## src/design/sfe_pkg.sv

```systemverilog
// Shared types, line codes and the CRC-16/Modbus byte update for the framer.
// Used by every module of the stuffed frame encoder; has no dependencies.
`timescale 1ns / 1ps
`default_nettype none

package sfe_pkg;

  localparam logic [7:0]  SYNC_BYTE   = 8'hAE;
  localparam logic [7:0]  QUOTE_BYTE  = 8'hAC;
  localparam logic [7:0]  ESC_SYNC    = 8'hCE;
  localparam logic [7:0]  ESC_QUOTE   = 8'hCC;
  localparam logic [15:0] CRC_INIT    = 16'hFFFF;
  localparam logic [15:0] CRC_POLY    = 16'hA001;
  localparam int          QUEUE_DEPTH = 4;

  // One accepted body word, classified by the front end.
  typedef struct packed {
    logic [7:0]  data;
    logic        open;   // frame opens with this word
    logic        last;   // frame closes after this word
    logic [15:0] crc;    // running CRC including this word
  } desc_t;

  // Head of the queue as the back end sees it.
  typedef struct packed {
    logic  valid;
    desc_t desc;
  } qhead_t;

  typedef enum logic [5:0] {
    PH_START  = 6'b000001,
    PH_OPEN   = 6'b000010,
    PH_DATA   = 6'b000100,
    PH_CRC_LO = 6'b001000,
    PH_CRC_HI = 6'b010000,
    PH_CLOSE  = 6'b100000
  } phase_t;

  function automatic logic [15:0] crc_add(input logic [15:0] crc_in, input logic [7:0] b);
    logic [15:0] c;
    c = crc_in ^ {8'h00, b};
    for (int k = 0; k < 8; k++) begin
      if (c[0]) begin
        c = (c >> 1) ^ CRC_POLY;
      end else begin
        c = c >> 1;
      end
    end
    return c;
  endfunction

endpackage

`default_nettype wire

```

## src/design/stuffed_frame_encoder_crc16.sv

```systemverilog
// Top level of the byte-stuffing frame encoder with CRC-16/Modbus trailer.
// Depends on sfe_pkg, sfe_front, sfe_queue and sfe_back.
`timescale 1ns / 1ps
`default_nettype none

// Body words enter on the body channel and line words leave on the line
// channel, both with valid/ready handshakes. The first body word of a frame is
// preceded by the sync byte 0xAE; each body byte goes out escaped (0xAE as
// 0xAC 0xCE, 0xAC as 0xAC 0xCC). After the word flagged last_byte, the
// CRC-16/Modbus of the unescaped body goes out low byte first, escaped the
// same way, followed by a closing 0xAE with frame_end set. run_last marks the
// final line word caused by each body word. The front end takes one body word
// per cycle while the descriptor queue (QDepth entries) has room, updating
// the CRC in the same cycle. The back end emits one line word per cycle into
// a registered output while a descriptor is queued and the output register is
// empty or taken by line_ready, so a body word causes 1 to 8 line words (one
// for a plain mid-frame byte, two for an escaped byte, plus one for an
// opening sync and up to five for the escaped CRC and closing sync).
// Sustained throughput is therefore set by the back end's line-word count. The
// first line word of a word accepted into an empty encoder passes through the
// queue entry and the registered output before it appears on the line outputs.
module stuffed_frame_encoder_crc16 import sfe_pkg::*; #(
  parameter int QDepth = QUEUE_DEPTH
) (
  input  wire logic       clk,
  input  wire logic       rst,
  input  wire logic       body_valid,
  output logic            body_ready,
  input  wire logic [7:0] data_byte,
  input  wire logic       last_byte,
  output logic            line_valid,
  input  wire logic       line_ready,
  output logic [7:0]      out_byte,
  output logic            frame_end,
  output logic            run_last
);

  logic   q_full;
  logic   push;
  desc_t  push_desc;
  logic   pop;
  qhead_t head;

  // Front end: frame open/close tracking and CRC update per body word.
  sfe_front u_front (
    .clk        (clk),
    .rst        (rst),
    .body_valid (body_valid),
    .body_ready (body_ready),
    .data_byte  (data_byte),
    .last_byte  (last_byte),
    .q_full     (q_full),
    .push       (push),
    .push_desc  (push_desc)
  );

  // Descriptor queue decoupling acceptance from line output.
  sfe_queue #(
    .Depth (QDepth)
  ) u_queue (
    .clk       (clk),
    .rst       (rst),
    .push      (push),
    .push_desc (push_desc),
    .pop       (pop),
    .full      (q_full),
    .head      (head)
  );

  // Back end: sequences sync, escaped data, CRC trailer and closing sync.
  sfe_back u_back (
    .clk        (clk),
    .rst        (rst),
    .head       (head),
    .pop        (pop),
    .line_valid (line_valid),
    .line_ready (line_ready),
    .out_byte   (out_byte),
    .frame_end  (frame_end),
    .run_last   (run_last)
  );

endmodule

`default_nettype wire

```

## src/design/sfe_front.sv

```systemverilog
// Front end: accepts body words, tracks frame state and the running CRC.
// Depends on sfe_pkg; feeds classified descriptors into sfe_queue.
`timescale 1ns / 1ps
`default_nettype none

module sfe_front import sfe_pkg::*; (
  input  wire logic       clk,
  input  wire logic       rst,
  input  wire logic       body_valid,
  output logic            body_ready,
  input  wire logic [7:0] data_byte,
  input  wire logic       last_byte,
  input  wire logic       q_full,
  output logic            push,
  output desc_t           push_desc
);

  logic        inside_frame;
  logic [15:0] crc;
  logic [15:0] crc_next;

  assign body_ready = !q_full;
  assign push       = body_valid && body_ready;
  assign crc_next   = crc_add(crc, data_byte);

  always_comb begin
    push_desc.data = data_byte;
    push_desc.open = !inside_frame;
    push_desc.last = last_byte;
    push_desc.crc  = crc_next;
  end

  always_ff @(posedge clk) begin
    if (rst) begin
      inside_frame <= 1'b0;
      crc          <= CRC_INIT;
    end else if (push) begin
      inside_frame <= !last_byte;
      crc          <= last_byte ? CRC_INIT : crc_next;
    end
  end

`ifndef SYNTHESIS
  a_close_resets: assert property (@(posedge clk) disable iff (rst)
    push && last_byte |=> !inside_frame && crc == CRC_INIT)
    else $error("frame state not cleared after closing word");
  a_open_holds: assert property (@(posedge clk) disable iff (rst)
    push && !last_byte |=> inside_frame && crc == $past(crc_next))
    else $error("frame state not carried after body word");
`endif

endmodule

`default_nettype wire

```

## src/design/sfe_queue.sv

```systemverilog
// Short descriptor queue between the front and back ends.
// Depends on sfe_pkg; depth comes from the top-level parameter.
`timescale 1ns / 1ps
`default_nettype none

module sfe_queue import sfe_pkg::*; #(
  parameter int Depth = QUEUE_DEPTH
) (
  input  wire logic  clk,
  input  wire logic  rst,
  input  wire logic  push,
  input  wire desc_t push_desc,
  input  wire logic  pop,
  output logic       full,
  output qhead_t     head
);

  localparam int PtrW = (Depth > 1) ? $clog2(Depth) : 1;
  localparam int CntW = $clog2(Depth + 1);
  localparam logic [PtrW-1:0] PtrLast = PtrW'(Depth - 1);
  localparam logic [CntW-1:0] CntFull = CntW'(Depth);

  desc_t           entries [Depth];
  logic [PtrW-1:0] wr_ptr;
  logic [PtrW-1:0] rd_ptr;
  logic [CntW-1:0] count;

  assign full       = (count == CntFull);
  assign head.valid = (count != '0);
  assign head.desc  = entries[rd_ptr];

  always_ff @(posedge clk) begin
    if (push) begin
      entries[wr_ptr] <= push_desc;
    end
  end

  always_ff @(posedge clk) begin
    if (rst) begin
      wr_ptr <= '0;
      rd_ptr <= '0;
      count  <= '0;
    end else begin
      if (push) begin
        wr_ptr <= (wr_ptr == PtrLast) ? '0 : wr_ptr + 1'b1;
      end
      if (pop) begin
        rd_ptr <= (rd_ptr == PtrLast) ? '0 : rd_ptr + 1'b1;
      end
      if (push && !pop) begin
        count <= count + 1'b1;
      end else if (pop && !push) begin
        count <= count - 1'b1;
      end
    end
  end

`ifndef SYNTHESIS
  a_no_overflow: assert property (@(posedge clk) disable iff (rst) count <= CntFull)
    else $error("queue count beyond depth");
`endif

endmodule

`default_nettype wire

```

## src/design/sfe_back.sv

```systemverilog
// Back end: sends each descriptor's escaped data, with sync, CRC and close as flagged.
// Depends on sfe_pkg; pops sfe_queue and drives the registered line output.
`timescale 1ns / 1ps
`default_nettype none

module sfe_back import sfe_pkg::*; (
  input  wire logic   clk,
  input  wire logic   rst,
  input  wire qhead_t head,
  output logic        pop,
  output logic        line_valid,
  input  wire logic   line_ready,
  output logic [7:0]  out_byte,
  output logic        frame_end,
  output logic        run_last
);

  phase_t     phase;
  phase_t     phase_next;
  phase_t     eff;
  logic       esc_half;
  logic       esc_half_next;
  logic [7:0] src;
  logic [7:0] byte_val;
  logic       byte_done;
  logic       item_done;
  logic       emit;

  always_comb begin
    eff = phase;
    if (phase == PH_START) begin
      eff = head.desc.open ? PH_OPEN : PH_DATA;
    end
    unique case (eff)
      PH_CRC_LO: src = head.desc.crc[7:0];
      PH_CRC_HI: src = head.desc.crc[15:8];
      default:   src = head.desc.data;
    endcase

    if (eff == PH_OPEN || eff == PH_CLOSE) begin
      byte_val  = SYNC_BYTE;
      byte_done = 1'b1;
    end else if (esc_half) begin
      byte_val  = (src == SYNC_BYTE) ? ESC_SYNC : ESC_QUOTE;
      byte_done = 1'b1;
    end else if (src == SYNC_BYTE || src == QUOTE_BYTE) begin
      byte_val  = QUOTE_BYTE;
      byte_done = 1'b0;
    end else begin
      byte_val  = src;
      byte_done = 1'b1;
    end

    item_done = byte_done && (eff == PH_CLOSE || (eff == PH_DATA && !head.desc.last));
    emit      = head.valid && (!line_valid || line_ready);
    pop       = emit && item_done;

    phase_next    = phase;
    esc_half_next = esc_half;
    if (emit) begin
      esc_half_next = !byte_done;
      if (byte_done) begin
        unique case (eff)
          PH_OPEN:   phase_next = PH_DATA;
          PH_DATA:   phase_next = head.desc.last ? PH_CRC_LO : PH_START;
          PH_CRC_LO: phase_next = PH_CRC_HI;
          PH_CRC_HI: phase_next = PH_CLOSE;
          default:   phase_next = PH_START;
        endcase
      end
    end
  end

  always_ff @(posedge clk) begin
    if (rst) begin
      phase      <= PH_START;
      esc_half   <= 1'b0;
      line_valid <= 1'b0;
    end else begin
      phase    <= phase_next;
      esc_half <= esc_half_next;
      if (emit) begin
        line_valid <= 1'b1;
      end else if (line_ready) begin
        line_valid <= 1'b0;
      end
    end
  end

  always_ff @(posedge clk) begin
    if (emit) begin
      out_byte  <= byte_val;
      frame_end <= (eff == PH_CLOSE);
      run_last  <= item_done;
    end
  end

`ifndef SYNTHESIS
  a_close_is_sync: assert property (@(posedge clk) disable iff (rst)
    line_valid && frame_end |-> out_byte == SYNC_BYTE && run_last)
    else $error("closing word is not a final sync byte");
  a_escape_in_payload: assert property (@(posedge clk) disable iff (rst)
    esc_half |-> head.valid && (phase == PH_DATA || phase == PH_CRC_LO ||
                                phase == PH_CRC_HI || phase == PH_START))
    else $error("escape pending outside a payload byte");
  a_pop_on_final: assert property (@(posedge clk) disable iff (rst)
    pop |=> line_valid && run_last)
    else $error("descriptor retired without a final line word");
`endif

endmodule

`default_nettype wire
```

## config.mk

```make
export PLATFORM = sky130hd
export DESIGN_NAME = stuffed_frame_encoder_crc16
export DESIGN_NICKNAME = d
export VERILOG_FILES = /design/src/design/sfe_pkg.sv /design/src/design/stuffed_frame_encoder_crc16.sv /design/src/design/sfe_front.sv /design/src/design/sfe_queue.sv /design/src/design/sfe_back.sv
export SDC_FILE = /design/constraint.sdc
export NUM_CORES = 1
export LEC_CHECK = 0
export ABC_AREA = 1
export BUFFER_PORTS_ARGS = -buffer_cell sky130_fd_sc_hd__buf_4
export CORE_ASPECT_RATIO = 2
export CORE_MARGIN = 2
export CORE_UTILIZATION = 40
export DETAILED_ROUTE_END_ITERATION = 10
export SLEW_MARGIN = 20
export SYNTH_ARGS = -nofsm -noshare
export SYNTH_HDL_FRONTEND = slang
export SYNTH_SLANG_ARGS = --single-unit
export TNS_END_PERCENT = 1
```

## constraint.sdc

```tcl
create_clock -name clk -period 3.5 [get_ports clk]
set_input_delay 0.525 -clock clk [delete_from_list [all_inputs] [get_ports clk]]
set_output_delay 0.525 -clock clk [all_outputs]
set_load 0.05 [all_outputs]
```

# Word level (Yosys, flattened, before mapping)
# Memory sizes are Yosys's and may differ from the RTL's. A register that Yosys moved wholly into a read port is not among the register bits.
# Index checks and enable logic that the tools add are counted.
# classes
reduce_logical	23
addsub	4
muxes	30
bitwise_logic	9
n_eq_ne	11
# op_table
operator	count
$mux W16	9
$not A2 Y3	8
$pmux W6 S4	1
$eq A8 B8 Y1 const B	2
$mux W8	2
$pmux W8 S2	1
$xor A16 B8 Y16	1
$mux W2	5
$mux W3	3
$logic_not A1 Y1	8
$logic_and A1 B1 Y1	7
$mux W1	7
$eq A6 B1 Y1 const B	1
$eq A6 B2 Y1 const B	1
$eq A6 B3 Y1 const B	1
$eq A6 B4 Y1 const B	1
$eq A6 B5 Y1 const B	1
$eq A6 B6 Y1 const B	1
$mux W6	1
$add A2 B1 Y2 const B	2
$eq A2 B2 Y1 const B	2
$logic_or A1 B1 Y1	4
$mux W4	1
$reduce_bool A2 Y1	2
5 further kinds	5
# word_totals
out_inout_bits	12
input_bits	13
memories	1
register_bits	42
ramBits	104
# mem_list
memory	words	width	rd	rd_clocked_by_memory_dff	write_ports	line	rtl
u_queue.entries	4	26	1	1	1	sfe_queue.sv:23	desc_t entries [Depth];

# Depth between registers and ports, before layout
# Gate-level depths: netlist of the first run.
# logic_depth
word_depth	18
depth_mapped	19
depth_no_buf	18

# By module
# Synthesis of the first run repeated with hierarchy kept, for this count alone.
# hier_totals
hier_cells	641
area_unflattened_um2	6553.8
# modules_own_cells
module	seq_area_each_um2	cells_per_inst	area_each_um2	n_inst
sfe_queue	3303.2	311	4307.9	1
sfe_front	340.3	174	1126.1	1
sfe_back	440.4	156	1119.8	1

# Worst setup path after synthesis of the first run
# Ideal clock, no wire load.
# synth_timing
kind	reg-to-reg
start	register u_queue.count[0]
end	memory u_queue.entries[0][0] in the netlist's numbering (enable)
period_less_slack_ns	2.749
path_slack_ns	0.751
stages_incl_launch_ff	6
n_path_buf	1
arrival_time_ns	2.340
required_ns	3.091
cell_sequence	dfxtp_1 -> inv_1 -> nand3_1 -> nand2_1 -> clkbuf_1 -> nor2_1
# synth_between
elab_chain_cells	5
# synth_rtl
item	line	rtl
from (decl)	sfe_queue.sv:26	logic [CntW-1:0] count;
from (signal assigned)	sfe_queue.sv:51	count <= count + 1'b1;
from (signal assigned)	sfe_queue.sv:53	count <= count - 1'b1;
$eq A3 B3 Y1	sfe_queue.sv:28	assign full = (count == CntFull);
$logic_not A1 Y1	sfe_front.sv:22	assign body_ready = !q_full;
net body_ready	stuffed_frame_encoder_crc16.sv:28	output logic body_ready,
$logic_and A1 B1 Y1	sfe_front.sv:23	assign push = body_valid && body_ready;
$mux W1	sfe_queue.sv:33	if (push) begin
$mux W1 (not written as such)	sfe_queue.sv:34	entries[wr_ptr] <= push_desc;
to (decl)	sfe_queue.sv:23	
# The timed path passes the listed nets, and every way through them passes these cells.

==> impl_metrics.py, run 1 <==
metrics = {
    "status": {
        "status": "completed",
    },
    "final_layout": {
        "layout-drive-gt1-share_pct": 18.4,
        "final_nets": 627,
        "fill_cells": 1403,
        "diodes": 0,
        "synthToLayoutAreaGrowth_pct": 16.3,
        "fin_area_um2": 7310,
    },
    "sta": {
        "slew_headroom_pct": 41.9,
        "hold_viol_final": 0,
        "skew_ns": 0.00928,
        "fin_crit_sh_pct": 91.2,
        "slew_viol_final": 0,
        "fin_tns_setup_ns": 0,
        "fmax_mhz": 313,
        "period_needed_ns": 3.19,
        "final-setup-viol-count": 0,
        "worstMarginPinSlew_ns": 0.866,
        "rsz0062_at_grt": "false",
    },
    "clock_tree": {
        "clock_latency_ns": 0.42,
        "cts_buffer_depth": 2,
        "htree_levels": 4,
        "cts_tree": "done",
        "cts_resized": 0,
        "cts.sinks": 147,
        "cts_buffers": 17,
        "cts_setup_buffers": 0,
        "ctsHoldBuffers": 0,
        "cts-root-buf": "clkbuf_16",
        "cts.clk_slew.worst_paths_ns": 0.06,
    },
    "detailed_routing": {
        "first_iter_violations": 275,
        "totalWireLength_um": 14100,
        "met1Wirelength_um": 5100,
        "postRouteAntennaNets": 0,
        "drt_first_pass_iters": 4,
        "num_vias": 4252,
        "route.met3.wl_um": 396,
        "via_per_inst": 5.20,
        "drcViolationCount": 0,
        "wl_met2_um": 8000,
        "highest_layer": "met4",
        "post_drt_wl_per_cell_um": 17.2,
    },
    "worst_setup_path": {
        "critPathMaxStageDelay_ns": 0.40,
        "critPathLaunchType": "flop",
        "r2r-end": "u_queue.count[2]$_SDFFE_PP0P_",
        "criticalPathCategory": "reg -> reg",
        "cp_slowest_cell": "dfxtp_1",
        "path_buf_inv": 2,
        "ff2ff_path_depth": 14,
        "crit_required_ns": 3.80,
        "path_cells": "buf_4 > o21ai_0 > o22ai_1 > a21oi_1 > nor3_2 > nand3_2 > nand3_1 > ha_1 > inv_1 > fa_1 > a21oi_1 > o21ai_0 > o21ai_0 > a21oi_1",
        "rrSetupSlack_ns": 0.31,
        "critPathMaxFanout": 39,
        "path_delay_family": "compound AO/OA/AOI/OAI gates",
        "worstPathArrival_ns": 3.49,
        "crit_path_end_kind": "flop",
    },
    "worst_hold_path": {
        "hold_end": "u_front.inside_frame$_SDFFE_PP0P_",
        "hold_path.startpoint": "rst",
        "holdPathStages": 2,
        "hp-class": "in -> reg",
    },
    "pwr": {
        "powerDensity_nw_per_um2": 764,
        "ir_drop_mv": 0.330,
        "leakage_nw": 2.75,
    },
    "synthesis": {
        "synth_top_area_share_pct": 54.5,
        "synth_ff_type": "edfxtp_1",
        "ys_types": 37,
        "yosys_register_bits": 147,
        "synth_top_family_by_area": "simple AND/OR/NAND/NOR gates",
        "synth_xor_area_share_pct": 1.67,
        "yosysWarnings": 0,
        "synth_top_cell_by_area": "edfxtp_1",
        "syn_nets": 592,
        "yosys.cell_count.top_type": "edfxtp_1",
        "synth_compound_area_share_pct": 10.1,
        "synthCells": 572,
        "yosys.area_share.simple_pct": 16.9,
        "ys_async_sr_fraction_pct": 0,
        "yosys-mux-area-fraction_pct": 0,
        "seq_area_frac_synth_pct": 65.0,
        "synth_edf_count": 114,
        "synth_area_leaders": "edfxtp_1, dfxtp_1, nand2_1",
        "synth.avg_cell_area_um2": 11.0,
        "syn_area_um2": 6280,
        "yosys.area_share.adder_pct": 1.51,
        "synthTopCellsByCount": "edfxtp_1, nand2_1, nor2_1",
    },
    "run": {
        "maxCapViolCount": 0,
    },
    "die": {
        "die_w_um": 92.6,
        "core_region_area_um2": 15400,
        "die_h_um": 181,
        "rows": 64,
        "dieArea_um2": 16800,
        "ios": 25,
        "start_util_pct": 40.9,
    },
    "placed_design": {
        "dpl_cell_area_um2": 6700,
        "io_buffers": 24,
        "place_hpwl_um": 9960,
        "place.gp.congestion": 0.860,
    },
    "global_routing": {
        "grt_max_degree": 46,
        "grt_overflow": 0,
        "grt_usage_pct": 17.9,
        "antenna_found_initial": 0,
        "grt_pass1_wl_um": 22400,
        "grt_pass1_vias": 4317,
    },
}
-- final cells by class --
type	count	area (um^2)	area share, %
Tap cell	198	248	3.39
Clock inverter	13	146	2.00
Inverter	46	175	2.40
Clock buffer	19	464	6.35
Multi-Input combinational cell	359	1910	26.1
Sequential cell	147	4080	55.9
Timing Repair Buffer	36	283	3.87
-- sequential cells by signal, summed over array words and instances (netlist names), named ones only --
signal	flops
u_queue.entries	104
u_front.crc	16
u_back.out_byte	8
u_back.phase	5
u_queue.count	3
u_queue.rd_ptr	2
u_queue.wr_ptr	2
u_back.esc_half	1
u_back.frame_end	1
u_back.line_valid	1
u_back.run_last	1
u_front.inside_frame	1
-- per-stage QoR --
stage | total power, mW | hold slack (ns) | util (%) | instances | worst slack (ns)
5_1_grt | 5.84 | 0.306 | 47.5 | 818 | 0.0582
3_3_place_gp | 3.77 | 0.455 | 43.6 | 786 | 0.383
2_1_floorplan | 3.38 | 0.439 | - | 572 | 0.751
6_report | 5.58 | 0.322 | 47.5 | 818 | 0.309
4_1_cts | 5.62 | 0.302 | 47.5 | 818 | 0.331
3_5_place_dp | 3.80 | 0.463 | 43.6 | 786 | 0.325
-- cells in the final DEF, fill, tap and decap left out, drive strengths merged --
| cell type | instances |
|---|---|
| nor3 | 4 |
| bufinv | 2 |
| dfxtp | 33 |
| a31oi | 1 |
| a32o | 1 |
| fa | 1 |
| a211oi | 1 |
| a22oi | 1 |
| nor2 | 59 |
| inv | 48 |
| nand2 | 111 |
| a21oi | 19 |
| clkinvlp | 5 |
| o22ai | 35 |
| clkinv | 4 |
| o211ai | 1 |
| or2 | 1 |
| o21ai | 54 |
| nand3 | 49 |
| edfxtp | 114 |
| nand4 | 3 |
| buf | 36 |
| clkbuf | 19 |
| xnor2 | 4 |
| ha | 6 |
| xor2 | 8 |
-- cells by family after synthesis --
logic type               count (synthesis)
flip-flops                             147
AND/OR/NAND/NOR                        227
buffers and inverters                   66
XOR/XNOR                                12
adder cells (fa/ha/maj)                  7
AO/OA/AOI/OAI                          113
-- power breakdown --
group / switching [mW] / leakage [nW] / internal, mW / total [mW]
Sequential: 0.103 / 1.30 / 2.23 / 2.33
Clock: 0.709 / 0.284 / 1.12 / 1.83
Combinational: 1.03 / 1.17 / 0.395 / 1.43
Total: 1.84 / 2.75 / 3.74 / 5.58
-- metal layers --
metal  GRT usage, %  vias to the layer above
met2           33.6                       97
li1               -                     2070
met4           10.0                        0
met5              0                        -
met3           3.59                       37
met1           17.8                     2048
-- worst max path at each step --
stage | start | to | slack (ns) | cells after the start
after floorplan | u_queue.count[0]$_SDFFE_PP0P_ | u_queue.entries[0][0]$_DFFE_PP_ | 0.75 | 5
after global placement | flop | u_queue.count[2]$_SDFFE_PP0P_ | 0.38 | 14
after detailed placement | flop | u_queue.count[2]$_SDFFE_PP0P_ | 0.33 | 14
after CTS | flop | u_queue.count[2]$_SDFFE_PP0P_ | 0.33 | 14
after global routing | flop | u_queue.count[2]$_SDFFE_PP0P_ | 0.06 | 14
final | flop | u_queue.count[2]$_SDFFE_PP0P_ | 0.31 | 14
(Power assumes the default switching activity.)
==> run 2: changes to the inputs <==
--- a/config.mk
+++ b/config.mk
@@ -9,2 +9,4 @@
 export BUFFER_PORTS_ARGS = -buffer_cell sky130_fd_sc_hd__buf_4
+export CELL_PAD_IN_SITES_DETAIL_PLACEMENT = 1
+export CELL_PAD_IN_SITES_GLOBAL_PLACEMENT = 1
 export CORE_ASPECT_RATIO = 2
@@ -13,2 +15,4 @@
 export DETAILED_ROUTE_END_ITERATION = 10
+export MAX_ROUTING_LAYER = met4
+export PLACE_DENSITY_LB_ADDON = 0.1
 export SLEW_MARGIN = 20
==> constraint.sdc (replaced) <==
create_clock -name clk -period 3.5 [get_ports clk]
set_input_delay 0.175 -clock clk [delete_from_list [all_inputs] [get_ports clk]]
set_output_delay 0.175 -clock clk [all_outputs]
set_load 0.05 [all_outputs]
==> run 2 against run 1 <==
Effect of this change: die area is the same; sequential cell count is the same; sequential share of layout area shrank 0.75 points; critical endpoint unchanged; first-iteration DRC count shrank 32%; sequential power is essentially flat; combinational power grew 6%; via count grew 3.7%; critical path type unchanged; cell count grew 1.7%; clock power shrank 5%; highest routed layer unchanged.
==> impl_metrics.py, run 2 (same netlist as run 1, synthesis figures left out) <==
metrics = {
    "sta": {
        "skew_ns": 0.00770,
        "final-setup-viol-count": 0,
        "fin_crit_sh_pct": 89.6,
        "period_needed_ns": 3.14,
        "hold_viol_final": 0,
        "worstMarginPinSlew_ns": 0.911,
        "rsz0062_at_grt": "false",
        "slew_viol_final": 0,
        "fin_tns_setup_ns": 0,
        "fmax_mhz": 319,
        "slew_headroom_pct": 38.9,
    },
    "clock_tree": {
        "cts_resized": 0,
        "clock_latency_ns": 0.43,
        "cts-root-buf": "clkbuf_16",
        "cts_buffers": 17,
        "cts_setup_buffers": 0,
        "ctsHoldBuffers": 10,
        "htree_levels": 4,
        "cts_tree": "done",
        "cts.sinks": 147,
        "cts_buffer_depth": 2,
        "cts.clk_slew.worst_paths_ns": 0.07,
    },
    "detailed_routing": {
        "totalWireLength_um": 16300,
        "num_vias": 4409,
        "first_iter_violations": 188,
        "via_per_inst": 5.30,
        "post_drt_wl_per_cell_um": 19.6,
        "postRouteAntennaNets": 0,
        "drcViolationCount": 0,
        "drt_first_pass_iters": 4,
    },
    "status": {
        "status": "completed",
    },
    "die": {
        "start_util_pct": 40.9,
        "dieArea_um2": 16800,
        "ios": 25,
        "die_h_um": 181,
        "rows": 64,
        "die_w_um": 92.6,
        "core_region_area_um2": 15400,
    },
    "final_layout": {
        "final_cells": 832,
        "final_common_cell": "edfxtp_1",
        "largest_reg_flops": 104,
        "synthToLayoutAreaGrowth_pct": 17.9,
        "layout_common_cells": "edfxtp_1, nand2_1, nor2_1, o21ai_0, nand3_1",
        "regMostFlops": "u_queue.entries",
        "fin_util_pct": 48.2,
        "diodes": 0,
        "fin_area_um2": 7410,
        "final_nets": 641,
        "layout-drive-gt1-share_pct": 18.6,
        "fill_cells": 1698,
        "largestRegisters": "u_queue.entries: 104 flops, u_front.crc: 16 flops, u_back.out_byte: 8 flops",
    },
    "worst_setup_path": {
        "r2r-end": "u_queue.count[2]$_SDFFE_PP0P_",
        "path_cells": "inv_4 > buf_12 > o21ai_0 > o22ai_1 > nand2_1 > nand2_1 > a21oi_1 > nor3_2 > nand3_2 > nand3_1 > ha_1 > inv_1 > fa_1 > a21oi_1 > o21ai_0 > o21ai_0 > a21oi_1",
        "critPathMaxFanout": 27,
        "criticalPathCategory": "reg -> reg",
        "rrSetupSlack_ns": 0.36,
        "ff2ff_path_depth": 17,
        "critPathMaxStageDelay_ns": 0.37,
        "critPathLaunchType": "flop",
        "crit_required_ns": 3.81,
        "path_delay_family": "compound AO/OA/AOI/OAI gates",
        "cp_slowest_cell": "fa_1",
        "worstPathArrival_ns": 3.45,
        "crit_path_end_kind": "flop",
        "path_buf_inv": 3,
    },
    "placed_design": {
        "place_hpwl_um": 11400,
        "dpl.cell_count": 790,
        "dpl_cell_area_um2": 6740,
        "place.gp.congestion": 0.801,
        "io_buffers": 24,
    },
    "pwr": {
        "leakage_nw": 2.80,
        "p_clk_share_pct": 31.1,
        "p_sw_mw": 1.98,
        "intPower_mw": 3.61,
        "combPwrFrac_pct": 27.1,
        "p_total_mw": 5.58,
        "ir_drop_mv": 0.354,
        "seqPwrFrac_pct": 41.8,
        "switching_share_pct": 35.4,
        "powerDensity_nw_per_um2": 754,
    },
    "global_routing": {
        "grt_usage_pct": 21.5,
        "antenna_found_initial": 0,
        "grt_pass1_vias": 4714,
        "grt_max_degree": 29,
        "grt_overflow": 0,
        "grt_pass1_wl_um": 25900,
    },
    "run": {
        "maxCapViolCount": 0,
    },
    "worst_hold_path": {
        "holdPathStages": 4,
        "hold_path.startpoint": "line_ready",
        "hp-class": "in -> reg",
        "hold_end": "u_back.line_valid$_SDFFE_PP0P_",
    },
}
run 2: power groups by stage:
stage	Combinational [mW]	Clock, mW	Sequential [mW]
floorplan	0.806	0	2.57
global placement	1.49	0	2.36
detailed placement	1.51	0	2.37
CTS	1.53	1.77	2.34
global route	1.66	1.84	2.36
finish	1.51	1.74	2.33
run 2: area by class of cell:
cell class	instances	area, um^2	area share [%]
tap	198	248	3.34
sequential	147	4080	55.1
clock inverter	14	116	1.57
multi-input combinational	359	1910	25.8
timing repair buffer	50	425	5.74
clock buffer	18	450	6.08
inverter	46	175	2.36
run 2: through the flow:
step / hold slack, ns / setup WS [ns]
after floorplan: 0.244 / 0.751
after detailed placement: 0.403 / 0.369
after global placement: 0.395 / 0.415
after CTS: 0.103 / 0.349
after global routing: 0.181 / 0.00991
final: 0.120 / 0.363
run 2: worst max path at each step:
stage,endpoint,slack [ns],from,cells past startpoint
after floorplan,u_queue.entries[0][0]$_DFFE_PP_,0.75,u_queue.count[0]$_SDFFE_PP0P_,5
after global placement,u_queue.count[2]$_SDFFE_PP0P_,0.41,flop,17
after detailed placement,u_queue.count[2]$_SDFFE_PP0P_,0.37,flop,17
after CTS,u_queue.count[2]$_SDFFE_PP0P_,0.35,flop,17
after global routing,u_queue.count[2]$_SDFFE_PP0P_,0.01,flop,17
final,u_queue.count[2]$_SDFFE_PP0P_,0.36,flop,17
run 2: worst reg2reg max path, cell delays in order, from the launching register on:
cell and delay (ns):
dfxtp_1 0.35, inv_4 0.25, buf_12 0.22, o21ai_0 0.12, o22ai_1 0.18, nand2_1 0.08, nand2_1 0.07, a21oi_1 0.08
nor3_2 0.27, nand3_2 0.15, nand3_1 0.14, ha_1 0.16, inv_1 0.06, fa_1 0.37, a21oi_1 0.15, o21ai_0 0.13
o21ai_0 0.17, a21oi_1 0.06
run 2: per-layer routing:
metal / global-route usage, % / routed length [um] / vias up
li1: - / - / 2106
met1: 21.9 / 6080 / 2193
met2: 37.9 / 9110 / 73
met3: 3.96 / 406 / 37
met4: 12.2 / 737 / 0
met5: - / 0 / -
